`src/design/wpcs_pkg.sv`:
```
// ----------------------------------------------------------------------------
// wpcs_pkg: shared definitions for the wheel period capture speed block
// Field widths, reset constants and the sequencer state encoding.
// ----------------------------------------------------------------------------
package wpcs_pkg;

  localparam int DATA_W = 16;
  localparam int DEPTH_DEFAULT = 10;
  localparam logic [DATA_W-1:0] SCALE_RESET = 16'd10445;

  typedef enum logic [3:0] {
    ST_IDLE,
    ST_START,
    ST_FIND,
    ST_SUM,
    ST_DIV1_LOAD,
    ST_DIV,
    ST_DIV2_LOAD,
    ST_FINISH
  } state_t;

endpackage

```
`src/design/wheel_period_capture_speed.sv`:
```
// ----------------------------------------------------------------------------
// wheel_period_capture_speed: encoder capture period and speed estimate
// Pairs timer captures into periods, keeps a ring of periods and reports a
// trimmed, position-weighted average turned into a speed for every word.
// ----------------------------------------------------------------------------
// Each input word is either a capture stamp (s_tuser = 0) or a command that
// clears the period history (s_tuser = 1). Every accepted word yields exactly
// one output word carrying the completion flag, the latest period and a speed
// equal to distance_scale divided by the trimmed weighted average period.
// The block handles one word at a time: s_tready is high only while the
// sequencer is idle. Each word takes two passes over the ring, one entry per
// cycle (first the max/min search, then the weighted sum through a single
// multiply-accumulate), followed by two passes through one shared restoring
// divider that retires one quotient bit per cycle: first the average, then
// the speed. A finished result sits in the output register, so the next word
// is accepted while the previous result still waits downstream.
module wheel_period_capture_speed #(
  parameter int DEPTH = wpcs_pkg::DEPTH_DEFAULT
) (
  input  logic        clk,
  input  logic        rst,
  // Configuration: distance_scale write.
  input  logic        cfg_we,
  input  logic [15:0] cfg_wdata,
  // Input stream.
  input  logic        s_tvalid,
  output logic        s_tready,
  input  logic [15:0] s_tdata,   // [15:0] capture_value
  input  logic [0:0]  s_tuser,   // [0] kind: 0 capture, 1 clear history
  // Output stream.
  output logic        m_tvalid,
  input  logic        m_tready,
  output logic [31:0] m_tdata,   // [15:0] period, [31:16] speed
  output logic [0:0]  m_tuser    // [0] period_done
);

  localparam int DW    = wpcs_pkg::DATA_W;
  localparam int IDX_W = (DEPTH > 1) ? $clog2(DEPTH) : 1;
  localparam int WSUM  = DEPTH * (DEPTH + 1) / 2;
  localparam int WT_W  = $clog2(WSUM + 1);
  localparam int ACC_W = DW + WT_W;
  localparam int CNT_W = $clog2(ACC_W);

  // Architectural state.
  logic [DW-1:0]    ring [DEPTH];
  logic [IDX_W-1:0] write_slot;
  logic             awaiting_second;
  logic [DW-1:0]    first_stamp;
  logic [DW-1:0]    last_period;
  logic [DW-1:0]    distance_scale;

  // Per-word working registers.
  wpcs_pkg::state_t state, state_next;
  logic             done_flag;
  logic [IDX_W-1:0] ptr, idx, hi_pos, lo_pos;
  logic [DW-1:0]    hi_val, lo_val;
  logic [ACC_W-1:0] acc;
  logic [WT_W-1:0]  weight;
  logic [ACC_W-1:0] quo;
  logic [DW-1:0]    rem;
  logic [DW-1:0]    dvs;
  logic [CNT_W-1:0] cnt;
  logic             div_sel;
  logic [DW-1:0]    speed;

  // Datapath helpers.
  logic [DW-1:0]    cur;
  logic             last_idx;
  logic [IDX_W-1:0] ptr_inc;
  logic [WT_W-1:0]  wterm;
  logic [ACC_W-1:0] prod;
  logic [DW:0]      rem_sh, rem_sub;
  logic             fits;
  logic [DW-1:0]    rem_next;
  logic [ACC_W-1:0] quo_next;
  logic             div_last;
  logic [DW-1:0]    new_period;
  logic             in_accept, out_free;

  assign in_accept = s_tvalid && s_tready;
  assign out_free  = !m_tvalid || m_tready;

  // Wrapped difference: 0xFFFF - first + second equals second + ~first
  // modulo 2^16, and covers the second > first case as well only when
  // adjusted, so both branches are kept explicit.
  always_comb begin
    if (s_tdata > first_stamp) begin
      new_period = s_tdata - first_stamp;
    end else begin
      new_period = s_tdata + ~first_stamp;
    end
  end

  assign cur      = ring[ptr];
  assign last_idx = (idx == IDX_W'(DEPTH - 1));
  assign ptr_inc  = (ptr == IDX_W'(DEPTH - 1)) ? '0 : ptr + 1'b1;
  assign wterm    = WT_W'(idx) + 1'b1;
  assign prod     = ACC_W'(cur) * ACC_W'(wterm);

  // Shared restoring divider step: one quotient bit per cycle.
  assign rem_sh   = {rem, quo[ACC_W-1]};
  assign rem_sub  = rem_sh - {1'b0, dvs};
  assign fits     = (rem_sh >= {1'b0, dvs});
  assign rem_next = fits ? rem_sub[DW-1:0] : rem_sh[DW-1:0];
  assign quo_next = {quo[ACC_W-2:0], fits};
  assign div_last = (cnt == CNT_W'(ACC_W - 1));

  // State register.
  always_ff @(posedge clk) begin
    if (rst) begin
      state <= wpcs_pkg::ST_IDLE;
    end else begin
      state <= state_next;
    end
  end

  // Next state and handshake.
  always_comb begin
    state_next = state;
    s_tready   = 1'b0;
    case (state)
      wpcs_pkg::ST_IDLE: begin
        s_tready = 1'b1;
        if (s_tvalid) state_next = wpcs_pkg::ST_START;
      end
      wpcs_pkg::ST_START: state_next = wpcs_pkg::ST_FIND;
      wpcs_pkg::ST_FIND: begin
        if (last_idx) state_next = wpcs_pkg::ST_SUM;
      end
      wpcs_pkg::ST_SUM: begin
        if (last_idx) state_next = wpcs_pkg::ST_DIV1_LOAD;
      end
      wpcs_pkg::ST_DIV1_LOAD: begin
        state_next = (weight == '0) ? wpcs_pkg::ST_FINISH : wpcs_pkg::ST_DIV;
      end
      wpcs_pkg::ST_DIV: begin
        if (div_last) begin
          state_next = div_sel ? wpcs_pkg::ST_FINISH : wpcs_pkg::ST_DIV2_LOAD;
        end
      end
      wpcs_pkg::ST_DIV2_LOAD: begin
        state_next = (quo[DW-1:0] == '0) ? wpcs_pkg::ST_FINISH : wpcs_pkg::ST_DIV;
      end
      wpcs_pkg::ST_FINISH: begin
        if (out_free) state_next = wpcs_pkg::ST_IDLE;
      end
      default: state_next = wpcs_pkg::ST_IDLE;
    endcase
  end

  // Configuration register.
  always_ff @(posedge clk) begin
    if (rst) begin
      distance_scale <= wpcs_pkg::SCALE_RESET;
    end else if (cfg_we) begin
      distance_scale <= cfg_wdata;
    end
  end

  // Capture pairing and period ring, updated when a word is accepted.
  always_ff @(posedge clk) begin
    if (rst) begin
      for (int i = 0; i < DEPTH; i++) ring[i] <= '0;
      write_slot      <= '0;
      awaiting_second <= 1'b0;
      first_stamp     <= '0;
      last_period     <= '0;
      done_flag       <= 1'b0;
    end else if (in_accept) begin
      done_flag <= 1'b0;
      if (s_tuser[0]) begin
        for (int i = 0; i < DEPTH; i++) ring[i] <= '0;
      end else if (!awaiting_second) begin
        first_stamp     <= s_tdata;
        awaiting_second <= 1'b1;
      end else begin
        last_period       <= new_period;
        ring[write_slot]  <= new_period;
        write_slot        <= (write_slot == IDX_W'(DEPTH - 1)) ? '0 : write_slot + 1'b1;
        awaiting_second   <= 1'b0;
        done_flag         <= 1'b1;
      end
    end
  end

  // Sequenced speed computation.
  always_ff @(posedge clk) begin
    case (state)
      wpcs_pkg::ST_START: begin
        ptr <= write_slot;
        idx <= '0;
      end
      wpcs_pkg::ST_FIND: begin
        // Oldest entry first; only a strictly larger or smaller value moves
        // the position, so the first occurrence wins.
        if (idx == '0) begin
          hi_val <= cur;
          lo_val <= cur;
          hi_pos <= '0;
          lo_pos <= '0;
        end else begin
          if (cur > hi_val) begin
            hi_val <= cur;
            hi_pos <= idx;
          end
          if (cur < lo_val) begin
            lo_val <= cur;
            lo_pos <= idx;
          end
        end
        ptr <= ptr_inc;
        idx <= last_idx ? '0 : idx + 1'b1;
        acc    <= '0;
        weight <= '0;
      end
      wpcs_pkg::ST_SUM: begin
        if (idx != hi_pos && idx != lo_pos) begin
          acc    <= acc + prod;
          weight <= weight + wterm;
        end
        ptr <= ptr_inc;
        idx <= last_idx ? '0 : idx + 1'b1;
      end
      wpcs_pkg::ST_DIV1_LOAD: begin
        quo     <= acc;
        rem     <= '0;
        dvs     <= DW'(weight);
        cnt     <= '0;
        div_sel <= 1'b0;
        speed   <= '0;
      end
      wpcs_pkg::ST_DIV: begin
        quo <= quo_next;
        rem <= rem_next;
        cnt <= cnt + 1'b1;
        if (div_last && div_sel) speed <= quo_next[DW-1:0];
      end
      wpcs_pkg::ST_DIV2_LOAD: begin
        // The weighted average never exceeds the largest entry, so the
        // low bits of the first quotient hold it completely.
        quo     <= ACC_W'(distance_scale);
        rem     <= '0;
        dvs     <= quo[DW-1:0];
        cnt     <= '0;
        div_sel <= 1'b1;
        speed   <= '0;
      end
      default: ;
    endcase
  end

  // Output register: holds a result until the downstream side takes it.
  always_ff @(posedge clk) begin
    if (rst) begin
      m_tvalid <= 1'b0;
    end else if (state == wpcs_pkg::ST_FINISH && out_free) begin
      m_tvalid <= 1'b1;
    end else if (m_tready) begin
      m_tvalid <= 1'b0;
    end
  end

  always_ff @(posedge clk) begin
    if (state == wpcs_pkg::ST_FINISH && out_free) begin
      m_tdata <= {speed, last_period};
      m_tuser <= done_flag;
    end
  end

`ifndef SYNTHESIS
  a_slot_range: assert property (@(posedge clk) disable iff (rst)
    write_slot <= IDX_W'(DEPTH - 1))
    else $error("write slot left the ring");

  a_rem_below_divisor: assert property (@(posedge clk) disable iff (rst)
    state == wpcs_pkg::ST_DIV |-> rem < dvs)
    else $error("divider remainder not below divisor");

  a_pair_closes: assert property (@(posedge clk) disable iff (rst)
    in_accept && !s_tuser[0] && awaiting_second |=> !awaiting_second && done_flag)
    else $error("second capture did not close the pair");

  a_extremes_order: assert property (@(posedge clk) disable iff (rst)
    state == wpcs_pkg::ST_FIND && idx != '0 |-> hi_val >= lo_val)
    else $error("running maximum below running minimum");
`endif

endmodule
```
`config.mk`:
```
export PLATFORM = sky130hd
export DESIGN_NAME = wheel_period_capture_speed
export DESIGN_NICKNAME = d
export VERILOG_FILES = /design/src/design/wpcs_pkg.sv /design/src/design/wheel_period_capture_speed.sv
export SDC_FILE = /design/constraint.sdc
export NUM_CORES = 1
export LEC_CHECK = 0
export ABC_AREA = 1
export BUFFER_PORTS_ARGS = -buffer_cell sky130_fd_sc_hd__buf_2
export CORE_ASPECT_RATIO = 0.7
export CORE_MARGIN = 5
export CORE_UTILIZATION = 65
export CTS_BUF_LIST = sky130_fd_sc_hd__clkbuf_8
export DETAILED_ROUTE_END_ITERATION = 10
export MAX_ROUTING_LAYER = met4
export PLACE_DENSITY = 0.82
export SYNTH_ARGS = -nofsm -noshare
export SYNTH_HDL_FRONTEND = slang
export SYNTH_SLANG_ARGS = --single-unit
```
`constraint.sdc`:
```
create_clock -name clk -period 8.91 [get_ports clk]
set_clock_uncertainty 0.2 [all_clocks]
set_input_delay 0.891 -clock clk [delete_from_list [all_inputs] [get_ports clk]]
set_output_delay 0.891 -clock clk [all_outputs]
set_load 0.03 [all_outputs]
```
After elaboration in Yosys (flattened, before gate mapping)

Memories as Yosys holds them, arrays and structs flattened. A register that Yosys moved wholly into a read port is not among the register bits.
Index checks and enable logic that the tools add are counted.

Register bits: 244
Memory bits (writable): 160
Input bits: 38
Output and inout bits: 35
Logic and storage cells: 164
Memories: 1

Memories:

| name | words | width | rd ports | clocked after Yosys merged registers in | write ports | RTL line                         | source |
|---|---|---|---|---|---|---|---|
| ring | 10    | 16    | 1        | 1                                       | 10          | wheel_period_capture_speed.sv:45 | `logic [DW-1:0] ring [DEPTH];` |

$add $sub $neg: 10
$mul: 1
Magnitude comparators: 4
Eq/ne operators: 20
Muxes and demuxes: 62
Bitwise operators: 13
Reductions and logical operators: 29

Operators by type and width:

| kind                | count |
|---|---|
| $mux 16             | 18 |
| $pmux 16 s2         | 3 |
| $pmux 22 s3         | 1 |
| $mux 4              | 12 |
| $pmux 22 s2         | 1 |
| $gt 16x16->1        | 2 |
| $pmux 4 s8          | 1 |
| $sub 16x16->16      | 2 |
| $add 22x21->22      | 1 |
| $mux 22             | 1 |
| $mul 16x5->21       | 1 |
| $ge 17x16->1        | 1 |
| $mux 1              | 17 |
| $add 16x16->16      | 1 |
| $eq 4x3->1 const B  | 4 |
| $logic_not 16->1    | 1 |
| $lt 16x16->1        | 1 |
| $not 16->16         | 1 |
| $pmux 4 s2          | 2 |
| $reduce_or 16->1    | 1 |
| $ne 2x2->1 const B  | 7 |
| $reduce_bool 2->1   | 7 |
| $add 4x1->4 const B | 3 |
| $eq 4x4->1 const B  | 3 |
| other kinds (24)    | 47 |

Logic depth before layout (Yosys ltp)

Depth in word-level cells: 8
Depth in mapped cells: 28
Depth with buffers taken out: 27

Worst setup path after synthesis

OpenSTA, ideal clock, no wires.

Path type: register -> register
From: reg with a tool-made name
To: reg acc[18], data pin
Setup time: 0.253 ns
Arrival: 4.963 ns
Required time: 8.457 ns
Slack: 3.494 ns
Cell stages (with the launch flop): 29
Path buffers: 3
Clock period less this slack: 5.416 ns
Cell sequence: dfxtp_1 inv_1 clkbuf_1 clkbuf_1 clkbuf_1 nor2_1 o221ai_1 nand3_1 nand2_1 inv_1 nor2_1 fa_1 fa_1 inv_1 fa_1 inv_1 ha_1 inv_1 o21ai_0 nand3_1 nand2_1 a21oi_1 inv_1 a21oi_1 o21bai_1 a21boi_0 nand2_1 nand2_1 nor2_1

RTL lines:

| what                   | RTL line                          | source |
|---|---|---|
| end signal: assignment | wheel_period_capture_speed.sv:218 | `acc <= acc + prod;` |
| end: declaration       | wheel_period_capture_speed.sv:57  | `logic [ACC_W-1:0] acc;` |

==> results.toml <==
[critical_path]
cp-end-kind = "register"
required_ns = 9.10
worst-r2r-cell-count = 27
worstSetupEndpoint = "acc[19]"
critical_path_buf_inv_count = 7
arrival_ns = 6.98
cp_max_fo = 49
worstReg2RegEnd = "acc[19]"
cp_num_cells = 27
cpMostUsedCell = "nand2_1"
r2r_slack_ns = 2.12
start_kind = "register"
critical_path.top_delay_family = "adder cells"
crit_path_top_delay_cell = "fa_1"
path_class = "reg -> reg"
max_stage_delay_ns = 0.55

[clock_tree]
postCtsSetupBuffers = 0
numCtsBuffers = 74
cts_sinks = 503
cts_root_buf = "clkbuf_8"
clockBufferDepth = 3
clk_latency_ns = 0.66
tritoncts = "built"
path_clk_slew_ns = 0.07
h-tree-depth = 3
cts.repair.resized = 0
postCtsHoldBufs = 0

[timing]
setup_viol = 0
drv_slew = 0
period_needed_ns = 6.79
fin_crit_sh_pct = 76.2
grt_setup_unrepaired = "no"
timing.fmax_ghz = 0.147
setup-tns-final_ns = 0
finalHoldViolations = 0
worst_pin_slew_ns = 1.24
slew_headroom_pct = 17.0

[synthesis]
synthFlopType = "edfxtp_1"
synthDominantCellAreaShare_pct = 51.2
postSynthAreaPerCell_um2 = 9.97
ys_ff_latch = 503
ys_seq_area_share_pct = 56.0
ys_async_sr_fraction_pct = 0
synth_area_mm2 = 0.0259
syn_nets = 2803
syn_inst = 2596
synth.largest_area_cell = "edfxtp_1"
synth-edff-count = 441
synth_area_leaders = "edfxtp_1 51%, nor2_1 6.6%, nand2_1 5.3%"
yosysWarnings = 0
ys_types = 47

[final_layout]
n_antenna_cell = 0
fin_nets = 2867
fill_cells = 2845
drive_gt1_share_pct = 8.74
area_delta_synth_final_pct = 8.43

[route]
wl_um = 67100
num_vias = 19600
wl_per_cell_um = 20.7
viasPerCell = 6.03
first_iter_violations = 2935
dr.pass1.iters = 6
drc = 0
drtAntennaViolNets = 0

[floorplan]
die_height_um = 177
die-area_mm2 = 0.0440
core_mm2 = 0.0395
io_pins = 73
initial_core_util_pct = 65.4
rows = 61
die_w_um = 248

[worst_hold_path]
min_path_type = "reg -> reg"
holdPathStages = 0

[global_route]
grt_use_met1_pct = 43.4
use_met3_pct = 10.1
top_usage_layer = "met2"
grt_pass1_vias = 19000
track_usage_pct = 31.4
grt_overflow = 0
grt_max_degree = 115
grt_pass1_wl_um = 105000
use_met2_pct = 45.4
antenna_found_initial = 0

[outcome]
status = "completed"

[job]
cap_violations = 0

[placed_design]
gp_congestion = 0.946
portBuffers = 72
hpwl_um = 46500
==> per-stage QoR <==
step | util (%) | hold WS (ns) | area, um^2 | setup slack [ns] | std cells
global route | 70.9 | 0.221 | 28000 | 1.56 | 3248
global placement | 67.5 | 0.204 | 26700 | 2.51 | 3119
CTS | 70.9 | 0.218 | 28000 | 2.23 | 3248
detailed placement | 67.5 | 0.205 | 26700 | 2.34 | 3119
floorplan | - | 0.200 | 25900 | 3.49 | 2596
finish | 70.9 | 0.217 | 28000 | 2.12 | 3248
==> synth_stat cells, drive strengths merged, types with 2 or more instances <==
| cell | instances |
|---|---|
| xor2 | 35 |
| a31oi | 6 |
| nand3 | 70 |
| o311ai | 2 |
| buf | 21 |
| a21boi | 5 |
| o21a | 6 |
| or2 | 2 |
| xnor2 | 18 |
| o211ai | 17 |
| edfxtp | 441 |
| a22o | 3 |
| nor3 | 21 |
| a21o | 5 |
| nand2 | 371 |
| dfxtp | 62 |
| fa | 65 |
| o221ai | 63 |
| ha | 104 |
| o22ai | 12 |
| o21ai | 239 |
| a21oi | 122 |
| nor2 | 461 |
| nor4 | 4 |
| a211oi | 5 |
| clkinv | 5 |
| clkbuf | 91 |
| inv | 318 |
| nand4 | 14 |
==> placed cells by master (no fill, tap or decap), types with 4 or more instances in the layout <==
master,Yosys,routed
nand2_1,367,367
a21o_1,5,5
nor3_1,19,17
o22ai_1,12,12
nand3_1,70,70
o21ai_0,239,236
a21oi_1,122,120
nand4_1,14,14
clkinv_1,5,11
buf_4,0,28
o211ai_1,17,17
a211oi_1,5,5
clkinv_2,0,7
nor2_1,457,456
o21a_1,6,6
ha_1,104,104
xnor2_1,18,18
buf_2,10,72
o221ai_1,63,63
dfxtp_1,62,60
edfxtp_1,441,441
a31oi_1,6,6
nor4_1,4,4
inv_1,298,326
clkbuf_8,0,83
a21boi_0,5,5
xor2_1,35,35
inv_2,20,20
fa_1,65,65
==> layer usage <==
metal | vias up | share of wire, %
met5 | - | 0
met4 | 0 | 2.8
met3 | 156 | 13
met2 | 1177 | 44
met1 | 9316 | 41
li1 | 8927 | -
==> how the worst min path moves through the flow <==
stage	from	slack [ns]	endpoint
after floorplan	speed[0]	0.20	m_tdata[16]
after global placement	speed[12]	0.20	m_tdata[28]
after global routing	speed[6]	0.22	m_tdata[22]
after detailed placement	speed[6]	0.20	m_tdata[22]
final	speed[6]	0.22	m_tdata[22]
after CTS	speed[6]	0.22	m_tdata[22]
==> worst register-to-register path, cell delays in order, from the launching register on <==
cell      delay, ns
dfxtp_4        0.40
clkinv_2       0.35
buf_4          0.53
buf_4          0.52
o21ai_0        0.18
o221ai_1       0.21
nand3_1        0.12
nand2_1        0.26
inv_1          0.14
nor2_1         0.16
fa_1           0.47
fa_1           0.55
inv_1          0.06
fa_1           0.53
inv_1          0.04
ha_1           0.35
nand2_1        0.10
nor2_1         0.19
nand2_1        0.08
nand2_1        0.14
a21oi_1        0.10
o21a_1         0.20
o21ai_0        0.33
nand2_1        0.12
nand2_1        0.08
nand2_1        0.04
inv_1          0.05
nor2_1         0.04
==> cell type report <==
| class | instances | area [um^2] | area share, % |
|---|---|---|---|
| Clock inverter | 46 | 230 | 0.821 |
| Inverter | 323 | 1210 | 4.33 |
| Sequential cell | 503 | 14500 | 51.7 |
| Clock buffer | 83 | 1140 | 4.07 |
| Multi-Input combinational cell | 1658 | 9730 | 34.7 |
| Tap cell | 535 | 669 | 2.39 |
| Timing Repair Buffer | 100 | 571 | 2.03 |
==> registers in the layout, indices dropped and copies added, names as in the netlist, 16 cells and up, named ones only <==
signal / cells
acc: 22
quo: 22
last_period: 16
dvs: 16
distance_scale: 16
ring: 256
hi_val: 16
m_tdata: 32
rem: 16
first_stamp: 16
lo_val: 16
speed: 16
==> cell families (layout without fill, tap and decap cells) <==
kind of cell	Yosys count	count (layout)	synth area share (%)
adder cells (fa/ha/maj)	169	169	10.1
AND/OR/NAND/NOR	944	944	14.6
flip-flops	503	503	56.0
multiplexers	1	1	0.0435
buffers and inverters	435	552	6.48
XOR/XNOR	53	53	1.79
AO/OA/AOI/OAI	491	491	11.0
Power is left out: the tool's default activity adds up to more than one toggle a clock period on the data nets, which glitch-free logic cannot reach.
